==> config.mk <==
export PLATFORM = sky130hd
export DESIGN_NAME = go_back_n_sender
export DESIGN_NICKNAME = d
export VERILOG_FILES = /design/src/hw/rtl/gbn_pkg.sv /design/src/hw/rtl/gbn_ram.sv /design/src/hw/rtl/gbn_dp.sv /design/src/hw/rtl/gbn_ctrl.sv /design/src/hw/rtl/go_back_n_sender.sv
export SDC_FILE = /design/constraint.sdc
export NUM_CORES = 1
export LEC_CHECK = 0
export CAP_MARGIN = 20
export CELL_PAD_IN_SITES_DETAIL_PLACEMENT = 1
export CELL_PAD_IN_SITES_GLOBAL_PLACEMENT = 1
export CORE_ASPECT_RATIO = 1.75
export CORE_MARGIN = 1.5
export CORE_UTILIZATION = 55
export CTS_BUF_LIST = sky130_fd_sc_hd__clkbuf_4
export CTS_CLUSTER_SIZE = 28
export DETAILED_ROUTE_END_ITERATION = 10
export DONT_BUFFER_PORTS = 1
export PLACE_DENSITY = 0.83
export SETUP_SLACK_MARGIN = 0.3
export SYNTH_ARGS = -nofsm -noshare
export SYNTH_HDL_FRONTEND = slang
export SYNTH_HIERARCHICAL = 1
export SYNTH_SLANG_ARGS = --single-unit
==> constraint.sdc <==
create_clock -name clock -period 7.8 [get_ports clock]
set_input_delay 0.39 -clock clock [delete_from_list [all_inputs] [get_ports clock]]
set_output_delay 0.39 -clock clock [all_outputs]
set_load 0.01 [all_outputs]
==> src/hw/rtl/gbn_pkg.sv <==
package gbn_pkg;

   localparam int SEQ_SPACE    = 8;
   localparam int SEQ_W        = $clog2(SEQ_SPACE);
   localparam int PAYLOAD_BITS = 32;
   localparam int DATA_W       = 32;
   localparam int WIN_W        = 3;
   localparam int MAX_RESULTS  = 7;

   localparam logic [WIN_W-1:0] WINDOW_RESET = WIN_W'(4);

   // APB map: one 32-bit register per word
   localparam int CSR_ADDR_W = 3;
   localparam int CSR_DATA_W = 32;
   localparam logic [CSR_ADDR_W-3:0] REG_WINDOW_SIZE = '0;

   typedef enum logic [1:0] {
      KIND_SEND    = 2'd0,
      KIND_ACK     = 2'd1,
      KIND_TIMEOUT = 2'd2
   } kind_type;

   typedef enum logic [2:0] {
      EV_NEW          = 3'd0,
      EV_RETX         = 3'd1,
      EV_REFUSED      = 3'd2,
      EV_ACK_TAKEN    = 3'd3,
      EV_ACK_CORRUPT  = 3'd4,
      EV_ACK_STALE    = 3'd5,
      EV_TIMEOUT_IDLE = 3'd6
   } event_type;

   typedef enum logic [1:0] {
      TMR_NONE    = 2'd0,
      TMR_START   = 2'd1,
      TMR_STOP    = 2'd2,
      TMR_RESTART = 2'd3
   } timer_type;

   typedef struct packed {
      logic [1:0]        kind;
      logic [DATA_W-1:0] payload;
      logic [SEQ_W-1:0]  ack_number;
      logic              ack_intact;
   } req_type;

   typedef struct packed {
      logic [2:0]        event_res;
      logic [SEQ_W-1:0]  seq_out;
      logic [DATA_W-1:0] data_out;
      logic [1:0]        timer_command;
      logic              window_full;
      logic              last;
   } rsp_type;

   typedef struct packed {
      logic hold_load;
      logic step;
      logic retx_start;
      logic retx_emit;
   } cmd_type;

   typedef struct packed {
      logic [1:0] kind;
      logic       cnt_zero;
      logic       retx_last;
   } status_type;

endpackage

==> src/hw/rtl/gbn_ram.sv <==
module gbn_ram #(
   parameter int WIDTH = 32,
   parameter int DEPTH = 8
) (
   input  logic                     clock,
   input  logic                     we,
   input  logic [$clog2(DEPTH)-1:0] waddr,
   input  logic [WIDTH-1:0]         wdata,
   input  logic                     re,
   input  logic [$clog2(DEPTH)-1:0] raddr,
   output logic [WIDTH-1:0]         rdata
);

   logic [WIDTH-1:0] mem_ff [DEPTH];
   logic [WIDTH-1:0] rdata_ff;

   always_ff @(posedge clock) begin
      if (we) begin
         mem_ff[waddr] <= wdata;
      end
      if (re) begin
         rdata_ff <= mem_ff[raddr];
      end
   end

   assign rdata = rdata_ff;

endmodule

==> src/hw/rtl/gbn_dp.sv <==
module gbn_dp (
   input  logic                            clock,
   input  logic                            reset,
   input  gbn_pkg::req_type                req_data,
   input  gbn_pkg::cmd_type                cmd,
   output gbn_pkg::status_type             status,
   output gbn_pkg::rsp_type                rsp_data,
   input  logic                            psel,
   input  logic                            penable,
   input  logic                            pwrite,
   input  logic [gbn_pkg::CSR_ADDR_W-1:0]  paddr,
   input  logic [gbn_pkg::CSR_DATA_W-1:0]  pwdata,
   output logic [gbn_pkg::CSR_DATA_W-1:0]  prdata
);

   logic [gbn_pkg::WIN_W-1:0] window_size_ff, window_size_in;
   logic [gbn_pkg::SEQ_W-1:0] base_ff, base_in;
   logic [gbn_pkg::SEQ_W-1:0] next_ff, next_in;
   logic [gbn_pkg::SEQ_W-1:0] idx_ff, idx_in;
   gbn_pkg::req_type          hold_ff, hold_in;
   gbn_pkg::rsp_type          rsp_ff, rsp_in;

   logic [gbn_pkg::SEQ_W-1:0] outstanding;
   logic [gbn_pkg::SEQ_W-1:0] ack_off;
   logic [gbn_pkg::SEQ_W-1:0] out_after;
   logic [gbn_pkg::SEQ_W-1:0] base_new, next_new;
   logic                      full_now;
   logic                      retx_last;
   logic                      cfg_we;
   gbn_pkg::rsp_type          step_rsp, retx_rsp;

   logic                             store_we, store_re;
   logic [gbn_pkg::SEQ_W-1:0]        store_raddr;
   logic [gbn_pkg::PAYLOAD_BITS-1:0] store_rdata;

   // config register
   assign cfg_we = psel & penable & pwrite
                 & (paddr[gbn_pkg::CSR_ADDR_W-1:2] == gbn_pkg::REG_WINDOW_SIZE);
   assign window_size_in = cfg_we ? pwdata[gbn_pkg::WIN_W-1:0] : window_size_ff;
   assign prdata = (paddr[gbn_pkg::CSR_ADDR_W-1:2] == gbn_pkg::REG_WINDOW_SIZE)
                 ? gbn_pkg::CSR_DATA_W'(window_size_ff) : '0;

   assign outstanding = gbn_pkg::SEQ_W'(next_ff - base_ff);
   assign full_now    = outstanding >= window_size_ff;
   assign ack_off     = gbn_pkg::SEQ_W'(hold_ff.ack_number - base_ff);
   assign retx_last   = (gbn_pkg::SEQ_W'(idx_ff + 1'b1) == outstanding)
                      || (idx_ff == gbn_pkg::SEQ_W'(gbn_pkg::MAX_RESULTS - 1));

   // single-beat result for send, ack and idle timeout
   always_comb begin
      base_new = base_ff;
      next_new = next_ff;
      store_we = 1'b0;
      step_rsp = '0;
      step_rsp.last = 1'b1;
      unique case (hold_ff.kind)
         gbn_pkg::KIND_SEND: begin
            step_rsp.seq_out = next_ff;
            if (full_now) begin
               step_rsp.event_res = gbn_pkg::EV_REFUSED;
            end else begin
               step_rsp.event_res     = gbn_pkg::EV_NEW;
               step_rsp.data_out      = gbn_pkg::DATA_W'(
                                           hold_ff.payload[gbn_pkg::PAYLOAD_BITS-1:0]);
               step_rsp.timer_command = (base_ff == next_ff) ? gbn_pkg::TMR_START
                                                             : gbn_pkg::TMR_NONE;
               next_new = gbn_pkg::SEQ_W'(next_ff + 1'b1);
               store_we = cmd.step;
            end
         end
         gbn_pkg::KIND_ACK: begin
            if (!hold_ff.ack_intact) begin
               step_rsp.event_res = gbn_pkg::EV_ACK_CORRUPT;
            end else if (ack_off >= outstanding) begin
               step_rsp.event_res = gbn_pkg::EV_ACK_STALE;
            end else begin
               base_new = gbn_pkg::SEQ_W'(hold_ff.ack_number + 1'b1);
               step_rsp.event_res     = gbn_pkg::EV_ACK_TAKEN;
               step_rsp.timer_command = (base_new != next_ff) ? gbn_pkg::TMR_RESTART
                                                              : gbn_pkg::TMR_STOP;
            end
         end
         default: begin
            step_rsp.event_res     = gbn_pkg::EV_TIMEOUT_IDLE;
            step_rsp.timer_command = gbn_pkg::TMR_START;
         end
      endcase
      out_after = gbn_pkg::SEQ_W'(next_new - base_new);
      step_rsp.window_full = out_after >= window_size_ff;
   end

   always_comb begin
      retx_rsp               = '0;
      retx_rsp.event_res     = gbn_pkg::EV_RETX;
      retx_rsp.seq_out       = gbn_pkg::SEQ_W'(base_ff + idx_ff);
      retx_rsp.data_out      = gbn_pkg::DATA_W'(store_rdata);
      retx_rsp.timer_command = (idx_ff == '0) ? gbn_pkg::TMR_START : gbn_pkg::TMR_NONE;
      retx_rsp.window_full   = full_now;
      retx_rsp.last          = retx_last;
   end

   // retransmit reads run one beat ahead of the output register
   assign store_re    = cmd.retx_start | (cmd.retx_emit & ~retx_last);
   assign store_raddr = cmd.retx_start ? base_ff : gbn_pkg::SEQ_W'(base_ff + idx_ff + 1'b1);

   gbn_ram #(
      .WIDTH(gbn_pkg::PAYLOAD_BITS),
      .DEPTH(gbn_pkg::SEQ_SPACE)
   ) u_store (
      .clock(clock),
      .we   (store_we),
      .waddr(next_ff),
      .wdata(hold_ff.payload[gbn_pkg::PAYLOAD_BITS-1:0]),
      .re   (store_re),
      .raddr(store_raddr),
      .rdata(store_rdata)
   );

   always_comb begin
      base_in = cmd.step ? base_new : base_ff;
      next_in = cmd.step ? next_new : next_ff;
      if (cmd.retx_start) begin
         idx_in = '0;
      end else if (cmd.retx_emit) begin
         idx_in = gbn_pkg::SEQ_W'(idx_ff + 1'b1);
      end else begin
         idx_in = idx_ff;
      end
      hold_in = cmd.hold_load ? req_data : hold_ff;
      if (cmd.retx_emit) begin
         rsp_in = retx_rsp;
      end else if (cmd.step) begin
         rsp_in = step_rsp;
      end else begin
         rsp_in = rsp_ff;
      end
   end

   always_ff @(posedge clock) begin
      if (reset) begin
         window_size_ff <= gbn_pkg::WINDOW_RESET;
         base_ff        <= '0;
         next_ff        <= '0;
         idx_ff         <= '0;
      end else begin
         window_size_ff <= window_size_in;
         base_ff        <= base_in;
         next_ff        <= next_in;
         idx_ff         <= idx_in;
      end
   end

   always_ff @(posedge clock) begin
      hold_ff <= hold_in;
      rsp_ff  <= rsp_in;
   end

   assign status.kind      = hold_ff.kind;
   assign status.cnt_zero  = (outstanding == '0);
   assign status.retx_last = retx_last;
   assign rsp_data         = rsp_ff;

endmodule

==> src/hw/rtl/gbn_ctrl.sv <==
module gbn_ctrl (
   input  logic                clock,
   input  logic                reset,
   input  logic                req_valid,
   output logic                req_ready,
   output logic                rsp_valid,
   input  logic                rsp_ready,
   input  gbn_pkg::status_type status,
   output gbn_pkg::cmd_type    cmd
);

   typedef enum logic {
      ST_IDLE,
      ST_RETX
   } state_type;

   state_type state_ff, state_in;
   logic      hold_valid_ff, hold_valid_in;
   logic      rsp_valid_ff, rsp_valid_in;
   logic      out_free;

   assign out_free = ~rsp_valid_ff | rsp_ready;

   always_comb begin
      cmd           = '0;
      state_in      = state_ff;
      hold_valid_in = hold_valid_ff;
      rsp_valid_in  = rsp_valid_ff & ~rsp_ready;

      cmd.hold_load = ~hold_valid_ff & req_valid;
      if (cmd.hold_load) begin
         hold_valid_in = 1'b1;
      end

      unique case (state_ff)
         ST_IDLE: begin
            if (hold_valid_ff) begin
               priority if (status.kind == gbn_pkg::KIND_TIMEOUT && !status.cnt_zero) begin
                  cmd.retx_start = 1'b1;
                  state_in       = ST_RETX;
               end else if (status.kind == gbn_pkg::KIND_SEND
                            || status.kind == gbn_pkg::KIND_ACK
                            || status.kind == gbn_pkg::KIND_TIMEOUT) begin
                  if (out_free) begin
                     cmd.step      = 1'b1;
                     rsp_valid_in  = 1'b1;
                     hold_valid_in = 1'b0;
                  end
               end else begin
                  // unused kind: dropped without a result
                  hold_valid_in = 1'b0;
               end
            end
         end
         ST_RETX: begin
            if (out_free) begin
               cmd.retx_emit = 1'b1;
               rsp_valid_in  = 1'b1;
               if (status.retx_last) begin
                  state_in      = ST_IDLE;
                  hold_valid_in = 1'b0;
               end
            end
         end
         default: begin
            state_in = ST_IDLE;
         end
      endcase
   end

   always_ff @(posedge clock) begin
      if (reset) begin
         state_ff      <= ST_IDLE;
         hold_valid_ff <= 1'b0;
         rsp_valid_ff  <= 1'b0;
      end else begin
         state_ff      <= state_in;
         hold_valid_ff <= hold_valid_in;
         rsp_valid_ff  <= rsp_valid_in;
      end
   end

   assign req_ready = ~hold_valid_ff;
   assign rsp_valid = rsp_valid_ff;

endmodule

==> src/hw/rtl/go_back_n_sender.sv <==
// channel   direction  handshake              payload
// req_      in         req_valid/req_ready    gbn_pkg::req_type (kind, payload, ack, intact)
// rsp_      out        rsp_valid/rsp_ready    gbn_pkg::rsp_type (one beat per result)
// APB       in         psel/penable/pwrite    window_size at byte address 0
//
// Each beat is first taken into the holding register; send and ack then produce
// their result, and an unused kind is dropped without a result.
// A timeout with packets outstanding resends them in order from base; the packet
// store has one read port, so retransmits leave one beat per cycle while rsp_ready is high.
// Synchronous reset clears the window to empty and window_size to 4.
// A stall on rsp_ready holds the result register and the store read data.
module go_back_n_sender (
   input  logic                           clock,
   input  logic                           reset,
   input  logic                           req_valid,
   output logic                           req_ready,
   input  gbn_pkg::req_type               req_data,
   output logic                           rsp_valid,
   input  logic                           rsp_ready,
   output gbn_pkg::rsp_type               rsp_data,
   input  logic                           psel,
   input  logic                           penable,
   input  logic                           pwrite,
   input  logic [gbn_pkg::CSR_ADDR_W-1:0] paddr,
   input  logic [gbn_pkg::CSR_DATA_W-1:0] pwdata,
   output logic [gbn_pkg::CSR_DATA_W-1:0] prdata,
   output logic                           pready
);

   gbn_pkg::cmd_type    cmd;
   gbn_pkg::status_type status;

   assign pready = 1'b1;

   gbn_ctrl u_ctrl (
      .clock    (clock),
      .reset    (reset),
      .req_valid(req_valid),
      .req_ready(req_ready),
      .rsp_valid(rsp_valid),
      .rsp_ready(rsp_ready),
      .status   (status),
      .cmd      (cmd)
   );

   gbn_dp u_dp (
      .clock   (clock),
      .reset   (reset),
      .req_data(req_data),
      .cmd     (cmd),
      .status  (status),
      .rsp_data(rsp_data),
      .psel    (psel),
      .penable (penable),
      .pwrite  (pwrite),
      .paddr   (paddr),
      .pwdata  (pwdata),
      .prdata  (prdata)
   );

endmodule

Word-level counts from Yosys, hierarchy flattened
Memories as Yosys holds them, arrays and structs flattened. A register that Yosys moved wholly into a read port is not among the register bits.
Index checks and enable logic that the tools add are counted.
{"block": "totals", "output_inout_bits": 77, "reg_bits": 95, "n_memories": 1, "elab_cells": 108, "inputBits": 80, "ramBits": 256}
{"name": "u_dp.u_store.mem_ff", "depth": 8, "word_bits": 32, "rd": 1, "rd_clocked_by_memory_dff": 1, "write_ports": 1, "line": "gbn_ram.sv:14", "rtl": "logic [WIDTH-1:0] mem_ff [DEPTH];"}
{"block": "op_classes", "eq_ne": 6, "reduce_logical": 10, "n_mux": 49, "order_cmp": 3, "add_sub_neg": 8, "n_bitwise": 14}
{"operator": "$mux W39", "n": 2}
{"operator": "$mux W35", "n": 1}
{"operator": "$mux W34", "n": 1}
{"operator": "$mux W3", "n": 9}
{"operator": "$mux W1", "n": 26}
{"operator": "$add A3 B1 Y3 const B", "n": 4}
{"operator": "$mux W2", "n": 5}
{"operator": "$ge A3 B3 Y1", "n": 3}
{"operator": "$sub A3 B3 Y3", "n": 3}
{"operator": "$and A1 B1 Y1", "n": 6}
{"operator": "$eq A3 B3 Y1", "n": 2}
{"operator": "$logic_not A3 Y1", "n": 2}
{"operator": "$not A1 Y1", "n": 6}
{"operator": "$pmux W1 S2", "n": 3}
{"operator": "$pmux W3 S2", "n": 1}
{"operator": "$pmux W2 S2", "n": 1}
{"operator": "$add A3 B3 Y3", "n": 1}
{"operator": "$eq A3 B3 Y1 const B", "n": 1}
{"operator": "$logic_or A1 B1 Y1", "n": 3}
{"operator": "$ne A3 B3 Y1", "n": 1}
{"operator": "$eq A2 B1 Y1 const B", "n": 1}
{"operator": "$eq A2 B2 Y1 const B", "n": 1}
{"operator": "$logic_not A2 Y1", "n": 1}
{"operator": "$or A1 B1 Y1", "n": 2}
{"operator": "4 further kinds", "n": 4}

Longest topological paths before layout
Gate-level depths: netlist (run 1).
{"block": "logic_depth", "ltp_word": 11, "ltp_mapped": 19, "ltp_nobuf": 19}

By module
Netlist (run 1), hierarchy kept.
{"module": "gbn_ram", "area_per_inst_um2": 10786.6, "instances": 1, "seq_area_each_um2": 8648.3, "cells_each": 415}
{"module": "gbn_dp", "area_per_inst_um2": 4509.3, "instances": 1, "seq_area_each_um2": 2612.5, "cells_each": 396}
{"module": "gbn_ctrl", "area_per_inst_um2": 183.9, "instances": 1, "seq_area_each_um2": 60.1, "cells_each": 22}
{"module": "go_back_n_sender", "area_per_inst_um2": 11.3, "instances": 1, "seq_area_each_um2": 0.0, "cells_each": 2}

Worst setup path after synthesis (run 1)
No wires, ideal clock.
{"block": "synth_path", "path_kind": "register to register", "startpoint": "reg u_dp/next_ff[0] in the netlist's numbering", "endpoint": "mem u_dp.u_store.mem_ff[0][0] (enable)", "path_slack_ns": 2.336, "period_less_slack_ns": 5.464, "required_time_ns": 7.339, "setup_time_ns": 0.461, "arrival_ns": 5.003, "path_buffers": 0, "stages_incl_launch_ff": 14, "cell_sequence": "dfxtp_1 inv_1 ha_1 inv_1 fa_1 nor3_1 inv_1 o21ai_0 nand2_1 nor3_1 o211ai_1 inv_1 nand2b_1 nor3_1"}
{"item": "from (decl)", "line": "gbn_dp.sv:18", "rtl": "logic [gbn_pkg::SEQ_W-1:0] next_ff, next_in;"}
{"item": "from (signal assigned)", "line": "gbn_dp.sv:148", "rtl": "next_ff <= next_in;"}
{"item": "to (decl)", "line": "gbn_ram.sv:14"}

==> out/results.ini, run 1 <==
[status]
outcome = finished, final reports clean

[critical_path]
critPathCaptureType = register
path_cells = inv_1 -> ha_1 -> inv_1 -> fa_1 -> ha_1 -> a21oi_1 -> o21a_1 -> buf_4 -> xnor2_1 -> ha_1 -> fa_1 -> xor2_1 -> xnor2_1 -> xnor2_1 -> ha_1 -> a211oi_1 -> a21oi_1
crit_required_ns = 8.28
slowest_stage = dfxtp_1
r2r_end = u_dp/rsp_data[1]
critPathMaxStageDelay_ns = 0.60
start_kind = register
cp_data_arrival_time_ns = 5.28
crit_path_end = u_dp/rsp_data[1]
crit_type = register to register
rrSetupSlack_ns = 3.00
worstRegToRegCells = 17
r2r-start = u_dp/next_ff[0]
crit_top_cell = ha_1
worstSetupStartpoint = u_dp/next_ff[0]
cp_max_fo = 37

[timing]
maxSlewHeadroom = 0.400
min_period_ns = 4.80
worst_slack_ns = 3.00
max_freq_ghz = 0.208
slew_violations = 0
holdWs_ns = 0.162
finalSetupViolCount = 0
rsz0062_at_grt = false
fin_crit_sh = 0.616
clock_skew_ns = 0.0498
tns_ns = 0
finalHoldViolCount = 0
worst-slew-pin-transition_ns = 0.899

[finish]
final_core_util = 0.624
num-fill-cells = 2464
final_common_cell = edfxtp_1
area_growth_pct = 12.2
final_area_um2 = 17400
finalNonFillerCells = 1394
layout_common_cells = edfxtp_1, clkbuf_4, nand2_1, dlygate4sd3_1, mux4_1
num-nets-final = 1053
final_layout_size_suffix_gt1_frac = 0.218

[logic_synthesis]
yosys_most_used_dff = edfxtp_1
syn_avg_cell_area_um2 = 18.6
synth.largest_area_cell = edfxtp_1
syn-cell-area_um2 = 15500
async_reset_ff_frac = 0
synth_edf_count = 365
ys_ff_latch = 383
ys_types = 48
synthCells = 835
synth-seq-area-share = 0.731
synth_top_area_frac = 0.708
netlist_top_cells_area = edfxtp_1, mux4_1, mux4_2
yosysWarnings = 6

[global_routing]
overflow = 0
grt_pass1_wl_um = 50400
grt_max_degree = 65
grt_pass1_vias = 8766
grt.total_usage = 0.238
antenna_found_initial = 2

[place]
dpl.hpwl_um = 18100
pre_cts_ws_ns = 3.01
placedCellCount = 1185
routabilityCongestion = 0.778
dpl_cell_area_um2 = 15800
port_buffers = 0

[cts]
cts_buffers = 87
cts_setup_buffers = 0
h-tree-depth = 3
root_buffer = clkbuf_4
cts-resized-gates = 0
clkTransAtPathRegs_ns = 0.07
insertion_delay_ns = 0.79
clock-sinks = 383
cts_tree = yes
clock_path_buffers = 3
ctsHoldBuffers = 47

[power]
comb_power_share = 0.031
power_density_nw_per_um2 = 230
power.total_mw = 4.00
p_clk_frac = 0.386
swShare = 0.226
switching_power_uw = 905
p_leak_nw = 5.92
ir_drop_v = 0.000189
p_int_mw = 3.09
seq_power_share = 0.583

[detailed_routing]
postRouteAntennaNets = 0
wirelength_um = 33100
wl_per_cell_um = 23.7
vias_per_cell = 5.67
via_count = 7899
first_pass_iters = 4
drt_iter0_drc = 506
route.detailed.drc = 0

[floorplanning]
die_x_um = 130
fp.dieH_um = 225
initial_core_util = 0.556
die_area_um2 = 29200
rows = 81
core_um2 = 27900
io_pins = 157

[min_path]
hp-class = input port to register

[job]
drv_cap = 0

## sequential cells by signal, indices dropped and copies added (netlist names)
signal,cells
u_dp/window_size_ff,3
u_dp/idx_ff,3
u_dp/base_ff,3
u_dp/rsp_data,42
u_dp/u_store/rdata,32
u_dp/u_store/mem_ff,256
u_ctrl/hold_valid_ff,1
u_dp/status,2
u_ctrl/rsp_valid,1
u_dp/hold_ff,36
u_ctrl/state_ff,1
u_dp/next_ff,3
## per-layer routing
layer	track usage	vias up	part of all wire
li1	-	3475	-
met1	0.286	4037	0.38
met2	0.398	320	0.53
met3	0.0667	67	0.061
met4	0.109	0	0.029
met5	0	-	0
## worst max-delay path, delay by kind of cell, from the launching register on
| family | cells | cell delay [ns] |
|---|---|---|
| buffers and inverters | 3 | 0.66 |
| AOI/OAI and AO/OA | 4 | 0.69 |
| xor gates and xnor gates | 4 | 0.64 |
| adders and majority gates | 6 | 1.93 |
| DFF | 1 | 0.60 |
## kinds of logic (layout without fill, tap and decap cells)
kind of cell | count (synthesis) | count (layout) | synth area share
flip-flops | 383 | 383 | 0.731
AND/OR/NAND/NOR | 145 | 145 | 0.0413
multiplexers | 105 | 105 | 0.132
buffers and inverters | 88 | 242 | 0.0361
AO/OA/AOI/OAI | 66 | 66 | 0.0246
adder cells (fa/ha/maj) | 24 | 24 | 0.0213
XOR/XNOR | 22 | 22 | 0.0134
other | 2 | 34 | 0.000485
## synthesized netlist by cell type (4+ instances only)
| cell | count |
|---|---|
| nor3_1 | 12 |
| o21ai_1 | 36 |
| dfxtp_1 | 18 |
| inv_1 | 19 |
| o21ai_0 | 5 |
| a21oi_1 | 8 |
| nand2_1 | 85 |
| nand2b_1 | 9 |
| xnor2_1 | 12 |
| mux4_2 | 24 |
| edfxtp_1 | 365 |
| fa_1 | 4 |
| buf_4 | 34 |
| buf_2 | 10 |
| mux2_2 | 33 |
| nor2b_1 | 6 |
| xor2_1 | 9 |
| mux4_1 | 40 |
| ha_1 | 20 |
| mux2i_1 | 7 |
| nor2_1 | 23 |
| buf_6 | 9 |
| clkbuf_1 | 10 |
## power by group through the flow
stage               Sequential [mW]  Combinational (mW)  Clock, mW
floorplan                      2.36              0.0873          0
global placement               2.37              0.0967          0
detailed placement             2.38               0.101          0
CTS                            2.33               0.121       1.59
global route                   2.34               0.135       1.68
finish                         2.33               0.123       1.54
## final cells by class
type	instances	area [um^2]	share of cell area
clock buffers	113	848	0.0488
inverters	20	75.1	0.00432
multi-input cells	392	3810	0.219
clock inverters	44	229	0.0132
flip-flops and latches	383	11300	0.651
well taps	373	467	0.0269
diodes	4	10.0	0.000576
repair buffers	65	618	0.0356
## worst min-delay path by stage
| stage | start | to | cells after the start |
|---|---|---|---|
| finish | req_valid | u_dp/hold_ff[26] | 1 |
| global route | req_valid | u_dp/hold_ff[25] | 1 |
| CTS | req_data[28] | u_dp/hold_ff[28] | 1 |
| detailed placement | reset | u_dp/next_ff[2] | 1 |
| global placement | reset | u_dp/next_ff[1] | 1 |
| floorplan | u_dp/hold_ff[0] | u_dp/rsp_data[39] | 2 |
(Power assumes the default switching activity.)
==> run 2, diff against run 1 <==
==> constraint.sdc (replaced) <==
create_clock -name clock -period 4.8 [get_ports clock]
set_input_delay 0.24 -clock clock [delete_from_list [all_inputs] [get_ports clock]]
set_output_delay 0.24 -clock clock [all_outputs]
set_load 0.01 [all_outputs]
==> run 2 against run 1 <==
Worst setup slack got worse by 2.4 ns. Sequential share of layout area decreased by 0.84 points. Sequential power increased by 63%. Total power increased by 62%.
==> out/results.ini, run 2 (synthesized netlist as in run 1, its figures left out) <==
[status]
outcome = finished, final reports clean

[min_path]
hold_depth = 1  ; unchanged
hp-class = input port to register

[critical_path]
cp_data_arrival_time_ns = 4.72  ; -0.56 ns
start_kind = register
cp_max_fo = 7  ; -81%
crit_type = register to register
worstRegToRegCells = 16  ; -1
critPathCaptureType = register
crit_required_ns = 5.27  ; -3.01 ns

[cts]
clkTransAtPathRegs_ns = 0.07  ; about the same
h-tree-depth = 3  ; unchanged
clock-sinks = 383  ; unchanged
clock_path_buffers = 3  ; unchanged
root_buffer = clkbuf_4
insertion_delay_ns = 0.79  ; about the same
cts_tree = yes
cts_buffers = 87  ; unchanged

[place]
dpl.hpwl_um = 18700  ; +3.5%
port_buffers = 0  ; unchanged
routabilityCongestion = 0.847  ; +8.9%
dpl_cell_area_um2 = 16000  ; +1.3%
placedCellCount = 1191  ; +0.51%

[floorplanning]
initial_core_util = 0.556  ; unchanged
die_area_um2 = 29200  ; unchanged
die_x_um = 130  ; unchanged
fp.dieH_um = 225  ; unchanged
core_um2 = 27900  ; unchanged
io_pins = 157  ; unchanged
rows = 81  ; unchanged

[detailed_routing]
wl_per_cell_um = 25.1  ; +5.9%
drt_iter0_drc = 527  ; +4.2%
route.detailed.drc = 0  ; unchanged
via_count = 8048  ; +1.9%
first_pass_iters = 4  ; unchanged
vias_per_cell = 5.76  ; +1.6%
postRouteAntennaNets = 0  ; unchanged
wirelength_um = 35200  ; +6.2%

[global_routing]
antenna_found_initial = 1  ; -1
grt_max_degree = 65  ; unchanged
grt.total_usage = 0.251  ; +0.0128
grt_pass1_wl_um = 52300  ; +3.8%
grt_pass1_vias = 8918  ; +1.7%
overflow = 0  ; unchanged

[power]
comb_power_share = 0.033  ; +0.002
power.total_mw = 6.48  ; +62%
switching_power_mw = 1.46  ; +61%
power_density_nw_per_um2 = 368  ; +60%
ir_drop_v = 0.000248  ; +31%
p_int_mw = 5.02  ; +62%
p_clk_frac = 0.382  ; -0.004
seq_power_share = 0.585  ; +0.002
swShare = 0.225  ; -0.00155
p_leak_nw = 5.99  ; +1.2%

[finish]
largest_reg_flops = 256  ; unchanged
final_layout_size_suffix_gt1_frac = 0.229  ; +0.0112
num-fill-cells = 2428  ; -1.5%
final_area_um2 = 17600  ; +1.3%
layout_common_cells = edfxtp_1, clkbuf_4, nand2_1, dlygate4sd3_1, mux4_1
area_growth_pct = 13.6
num-nets-final = 1062  ; +0.85%
finalNonFillerCells = 1398  ; +0.29%
regMostFlops = u_dp/u_store/mem_ff
final_core_util = 0.632  ; +0.00817
final_common_cell = edfxtp_1

[timing]
min_period_ns = 4.25  ; -0.555 ns
finalHoldViolCount = 0  ; unchanged
rsz0062_at_grt = false
tns_ns = 0  ; unchanged
worst-slew-pin-transition_ns = 0.717  ; -0.183 ns
finalSetupViolCount = 0  ; unchanged
maxSlewHeadroom = 0.521  ; +0.121
max_freq_ghz = 0.235  ; +13%
clock_skew_ns = 0.0719  ; +0.0222 ns
slew_violations = 0  ; unchanged
fin_crit_sh = 0.885  ; +0.269

[job]
drv_cap = 0  ; unchanged

-- run 2: cell types whose count changed in the layout (fill, tap and decap cells not counted), moves of 2 or more --
cell / before / now
buf_12: 1 / 13
buf_4: 17 / 13
clkbuf_4: 113 / 119
clkinv_1: 29 / 23
diode_2: 4 / 1
inv_2: 5 / 3
nor3_2: 2 / 0
nor3_4: 0 / 2
-- run 2: layout make-up --
cell class                 count  area (um^2)  share of cell area
sequential                   383        11300               0.643
multi-input combinational    392         3830               0.218
clock buffer                 119          893              0.0507
timing repair buffer          74          838              0.0476
tap                          373          467              0.0265
clock inverter                36          174             0.00988
inverter                      20         75.1             0.00426
antenna                        1         2.50            0.000142
-- run 2: critical path, stage by stage, from the launching register on --
cell and delay (ns):
dfxtp_1 0.39, ha_1 0.17, inv_1 0.05, fa_1 0.36
xnor3_2 0.31, inv_1 0.06, ha_1 0.31, nand2_1 0.12
o2111ai_4 0.32, mux2_2 0.41, fa_1 0.41, xor2_1 0.16
xnor2_1 0.20, xnor2_1 0.14, ha_1 0.25, a211oi_1 0.20
a21oi_1 0.06
-- run 2: path summary, 6_finish.rpt --
check,slack (ns),to,startpoint
hold / removal,0.11,u_dp/hold_ff[32],req_data[32]
setup / recovery,0.55,u_dp/rsp_data[1],u_dp/base_ff[0]
setup reg to reg,0.55,u_dp/rsp_data[1],u_dp/base_ff[0]
hold reg to reg,0.52,u_dp/rsp_data[39],u_dp/hold_ff[0]
-- run 2: power groups by stage --
stage | logic [mW] | clock network [mW] | registers (mW)
2_1_floorplan | 0.142 | 0 | 3.84
3_3_place_gp | 0.166 | 0 | 3.86
3_5_place_dp | 0.175 | 0 | 3.86
4_1_cts | 0.210 | 2.55 | 3.79
5_1_grt | 0.232 | 2.69 | 3.80
6_report | 0.216 | 2.47 | 3.79
-- run 2: stage by stage --
step | worst slack [ns] | hold slack [ns]
detailed placement | 0.352 | 0.315
CTS | 0.384 | 0.0194
finish | 0.551 | 0.105
floorplan | 0.159 | 0.309
global route | 0.347 | 0.0475
global placement | 0.513 | 0.313
-- run 2: timing repair --
item | 4_1_cts | 5_1_grt
hold buffers | 47 | 1
buffers inserted | 0 | 2
pin swaps | 0 | 1
hold endpoints to repair | 53 | 6
resized for setup | 1 | 1
endpoints found under the setup margin | 1 | 1
-- run 2: routing by layer --
| layer | track usage | up-vias | share of wire |
|---|---|---|---|
| met5 | 0 | - | 0 |
| met4 | 0.121 | 0 | 0.029 |
| met3 | 0.0598 | 85 | 0.061 |
| met2 | 0.425 | 317 | 0.53 |
| met1 | 0.301 | 4162 | 0.38 |
| li1 | - | 3484 | - |
==> run 3, diff against run 2 <==
--- a/config.mk
+++ b/config.mk
@@ -15,7 +15,7 @@
 export CTS_CLUSTER_SIZE = 28
 export DETAILED_ROUTE_END_ITERATION = 10
 export DONT_BUFFER_PORTS = 1
-export PLACE_DENSITY = 0.83
+export PLACE_DENSITY = 0.78
 export SETUP_SLACK_MARGIN = 0.3
 export SYNTH_ARGS = -nofsm -noshare
 export SYNTH_HDL_FRONTEND = slang
==> run 3 against run 2 <==
Fmax down 0.81%. Critical path type unchanged. Core utilization decreased by 0.085 points. Largest power group unchanged. Critical endpoint unchanged. Register-to-register slack got worse by 0.03 ns. Highest routed layer unchanged. Sequential cell count unchanged.
==> out/results.ini, run 3 (synthesized netlist as in run 1, its figures left out) <==
[status]
outcome = finished, final reports clean

[cts]
clkTransAtPathRegs_ns = 0.07  ; about the same
insertion_delay_ns = 0.75  ; -0.04 ns
cts_tree = yes
root_buffer = clkbuf_4
h-tree-depth = 3  ; unchanged
clock_path_buffers = 3  ; unchanged
cts_buffers = 86  ; -1.1%
clock-sinks = 383  ; unchanged

[detailed_routing]
via_count = 7971  ; -0.96%
postRouteAntennaNets = 0  ; unchanged
vias_per_cell = 5.71  ; -0.89%
drt_iter0_drc = 448  ; -15%
route.detailed.drc = 0  ; unchanged
first_pass_iters = 5  ; +1
wl_per_cell_um = 24.3  ; -3.5%
wirelength_um = 33900  ; -3.6%

[min_path]
hp-class = input port to register

[timing]
tns_ns = 0  ; unchanged
slew_violations = 0  ; unchanged
fin_crit_sh = 0.892  ; +0.00724
min_period_ns = 4.28  ; +0.0348 ns
max_freq_ghz = 0.233  ; -0.81%
rsz0062_at_grt = false
worst-slew-pin-transition_ns = 0.703  ; -0.0135 ns
maxSlewHeadroom = 0.530  ; +0.00850
finalHoldViolCount = 0  ; unchanged
finalSetupViolCount = 0  ; unchanged
worst_slack_ns = 0.516  ; -0.0348 ns
holdWs_ns = 0.0936  ; -0.0116 ns
clock_skew_ns = 0.0334  ; -0.0385 ns

[finish]
layout_common_cells = edfxtp_1, clkbuf_4, nand2_1, dlygate4sd3_1, mux4_1
finalNonFillerCells = 1397  ; -0.072%
num-nets-final = 1066  ; +0.38%
area_growth_pct = 13.5
final_core_util = 0.631  ; -0.000853
final_area_um2 = 17600  ; -0.13%
regMostFlops = u_dp/u_store/mem_ff
final_layout_size_suffix_gt1_frac = 0.233  ; +0.00361
largest_reg_flops = 256  ; unchanged
final_common_cell = edfxtp_1

[global_routing]
grt_pass1_vias = 8878  ; -0.45%
grt_max_degree = 65  ; unchanged
overflow = 0  ; unchanged
antenna_found_initial = 2  ; +1
grt.total_usage = 0.244  ; -0.00715
grt_pass1_wl_um = 51100  ; -2.3%

[critical_path]
rrSetupSlack_ns = 0.52  ; -0.03 ns
crit_type = register to register
path_cells = inv_1 -> ha_1 -> inv_1 -> fa_1 -> xor2_1 -> xnor2_1 -> ha_1 -> nand2_1 -> o2111ai_4 -> mux2_2 -> fa_1 -> xor2_1 -> xnor2_1 -> xnor2_1 -> ha_1 -> a211oi_1 -> a21oi_1
cp.depth = 17  ; +1
r2r-start = u_dp/hold_ff[1]
cp_data_arrival_time_ns = 4.75  ; +0.03 ns
slowest_stage = edfxtp_1
crit_path_end = u_dp/rsp_data[1]
worstSetupStartpoint = u_dp/hold_ff[1]
critPathCaptureType = register
start_kind = register
r2r_end = u_dp/rsp_data[1]
critPathMaxStageDelay_ns = 0.47  ; +0.06 ns
cp_num_buf_inv = 2  ; unchanged
crit_required_ns = 5.27  ; about the same
cp_max_fo = 8  ; +1
crit_family = adder cells
worstRegToRegCells = 17  ; +1

[place]
port_buffers = 0  ; unchanged
dpl_cell_area_um2 = 16000  ; about the same
routabilityCongestion = 0.829  ; -2.1%
dpl.hpwl_um = 19500  ; +4.2%
pre_cts_ws_ns = 0.453  ; +0.101 ns
placedCellCount = 1197  ; +0.50%

[job]
drv_cap = 0  ; unchanged

[power]
power_density_nw_per_um2 = 368  ; about the same
p_clk_frac = 0.382  ; about the same
p_leak_nw = 5.99  ; about the same
switching_power_mw = 1.41  ; -3.2%
p_int_mw = 5.06  ; +0.71%
seq_power_share = 0.586  ; about the same
comb_power_share = 0.032  ; about the same
ir_drop_v = 0.000255  ; +3.0%
swShare = 0.218  ; -0.00690
power.total_mw = 6.46  ; -0.18%

[floorplanning]
die_x_um = 130  ; unchanged
core_um2 = 27900  ; unchanged
io_pins = 157  ; unchanged
rows = 81  ; unchanged
die_area_um2 = 29200  ; unchanged
fp.dieH_um = 225  ; unchanged
initial_core_util = 0.556  ; unchanged

run 3: cell count changes in the layout (fill, tap and decap cells not counted):
cell / before / now
inv_2: 3 / 4
clkbuf_4: 119 / 126
clkinv_2: 10 / 1
dfxtp_2: 1 / 0
buf_4: 13 / 22
diode_2: 1 / 3
dfxtp_1: 17 / 18
buf_12: 13 / 9
clkinv_1: 23 / 16
run 3: final cells by class:
type                       instances  area, um^2
clock buffer                     126         946
fill                            2435       10300
sequential                       383       11300
tap                              373         467
clock inverter                    21         106
antenna                            3        7.51
multi-input combinational        392        3830
inverter                          20        75.1
timing repair buffer              79         826
run 3: worst min path at each step:
stage	start	to	slack (ns)	cells after the start
after floorplan	reset	u_ctrl/rsp_valid	0.31	1
after global placement	reset	u_dp/base_ff[1]	0.32	1
after detailed placement	reset	u_dp/base_ff[1]	0.32	1
after CTS	req_valid	u_dp/hold_ff[2]	0.03	1
after global routing	req_valid	u_dp/hold_ff[1]	0.05	1
final	req_valid	u_dp/hold_ff[0]	0.09	1
run 3: routing by layer:
layer / vias up / global-route usage / part of all wire / wire [um]
met5: - / 0 / 0 / 0
met4: 0 / 0.119 / 0.035 / 1180
met3: 87 / 0.0510 / 0.051 / 1730
met2: 293 / 0.436 / 0.55 / 18700
met1: 4096 / 0.274 / 0.36 / 12300
li1: 3495 / - / - / -
run 3: repair_timing:
item	in CTS	in global routing
endpoints found under the hold margin	53	0
hold buffers	48	0
gates resized for setup	0	1
setup endpoints to repair	0	1
buffers inserted	0	2
run 3: power by group through the flow:
stage | Sequential, mW | Combinational (mW) | Clock, mW
2_1_floorplan | 3.84 | 0.142 | 0
3_3_place_gp | 3.85 | 0.165 | 0
3_5_place_dp | 3.86 | 0.174 | 0
4_1_cts | 3.79 | 0.208 | 2.55
5_1_grt | 3.79 | 0.228 | 2.67
6_report | 3.79 | 0.208 | 2.47
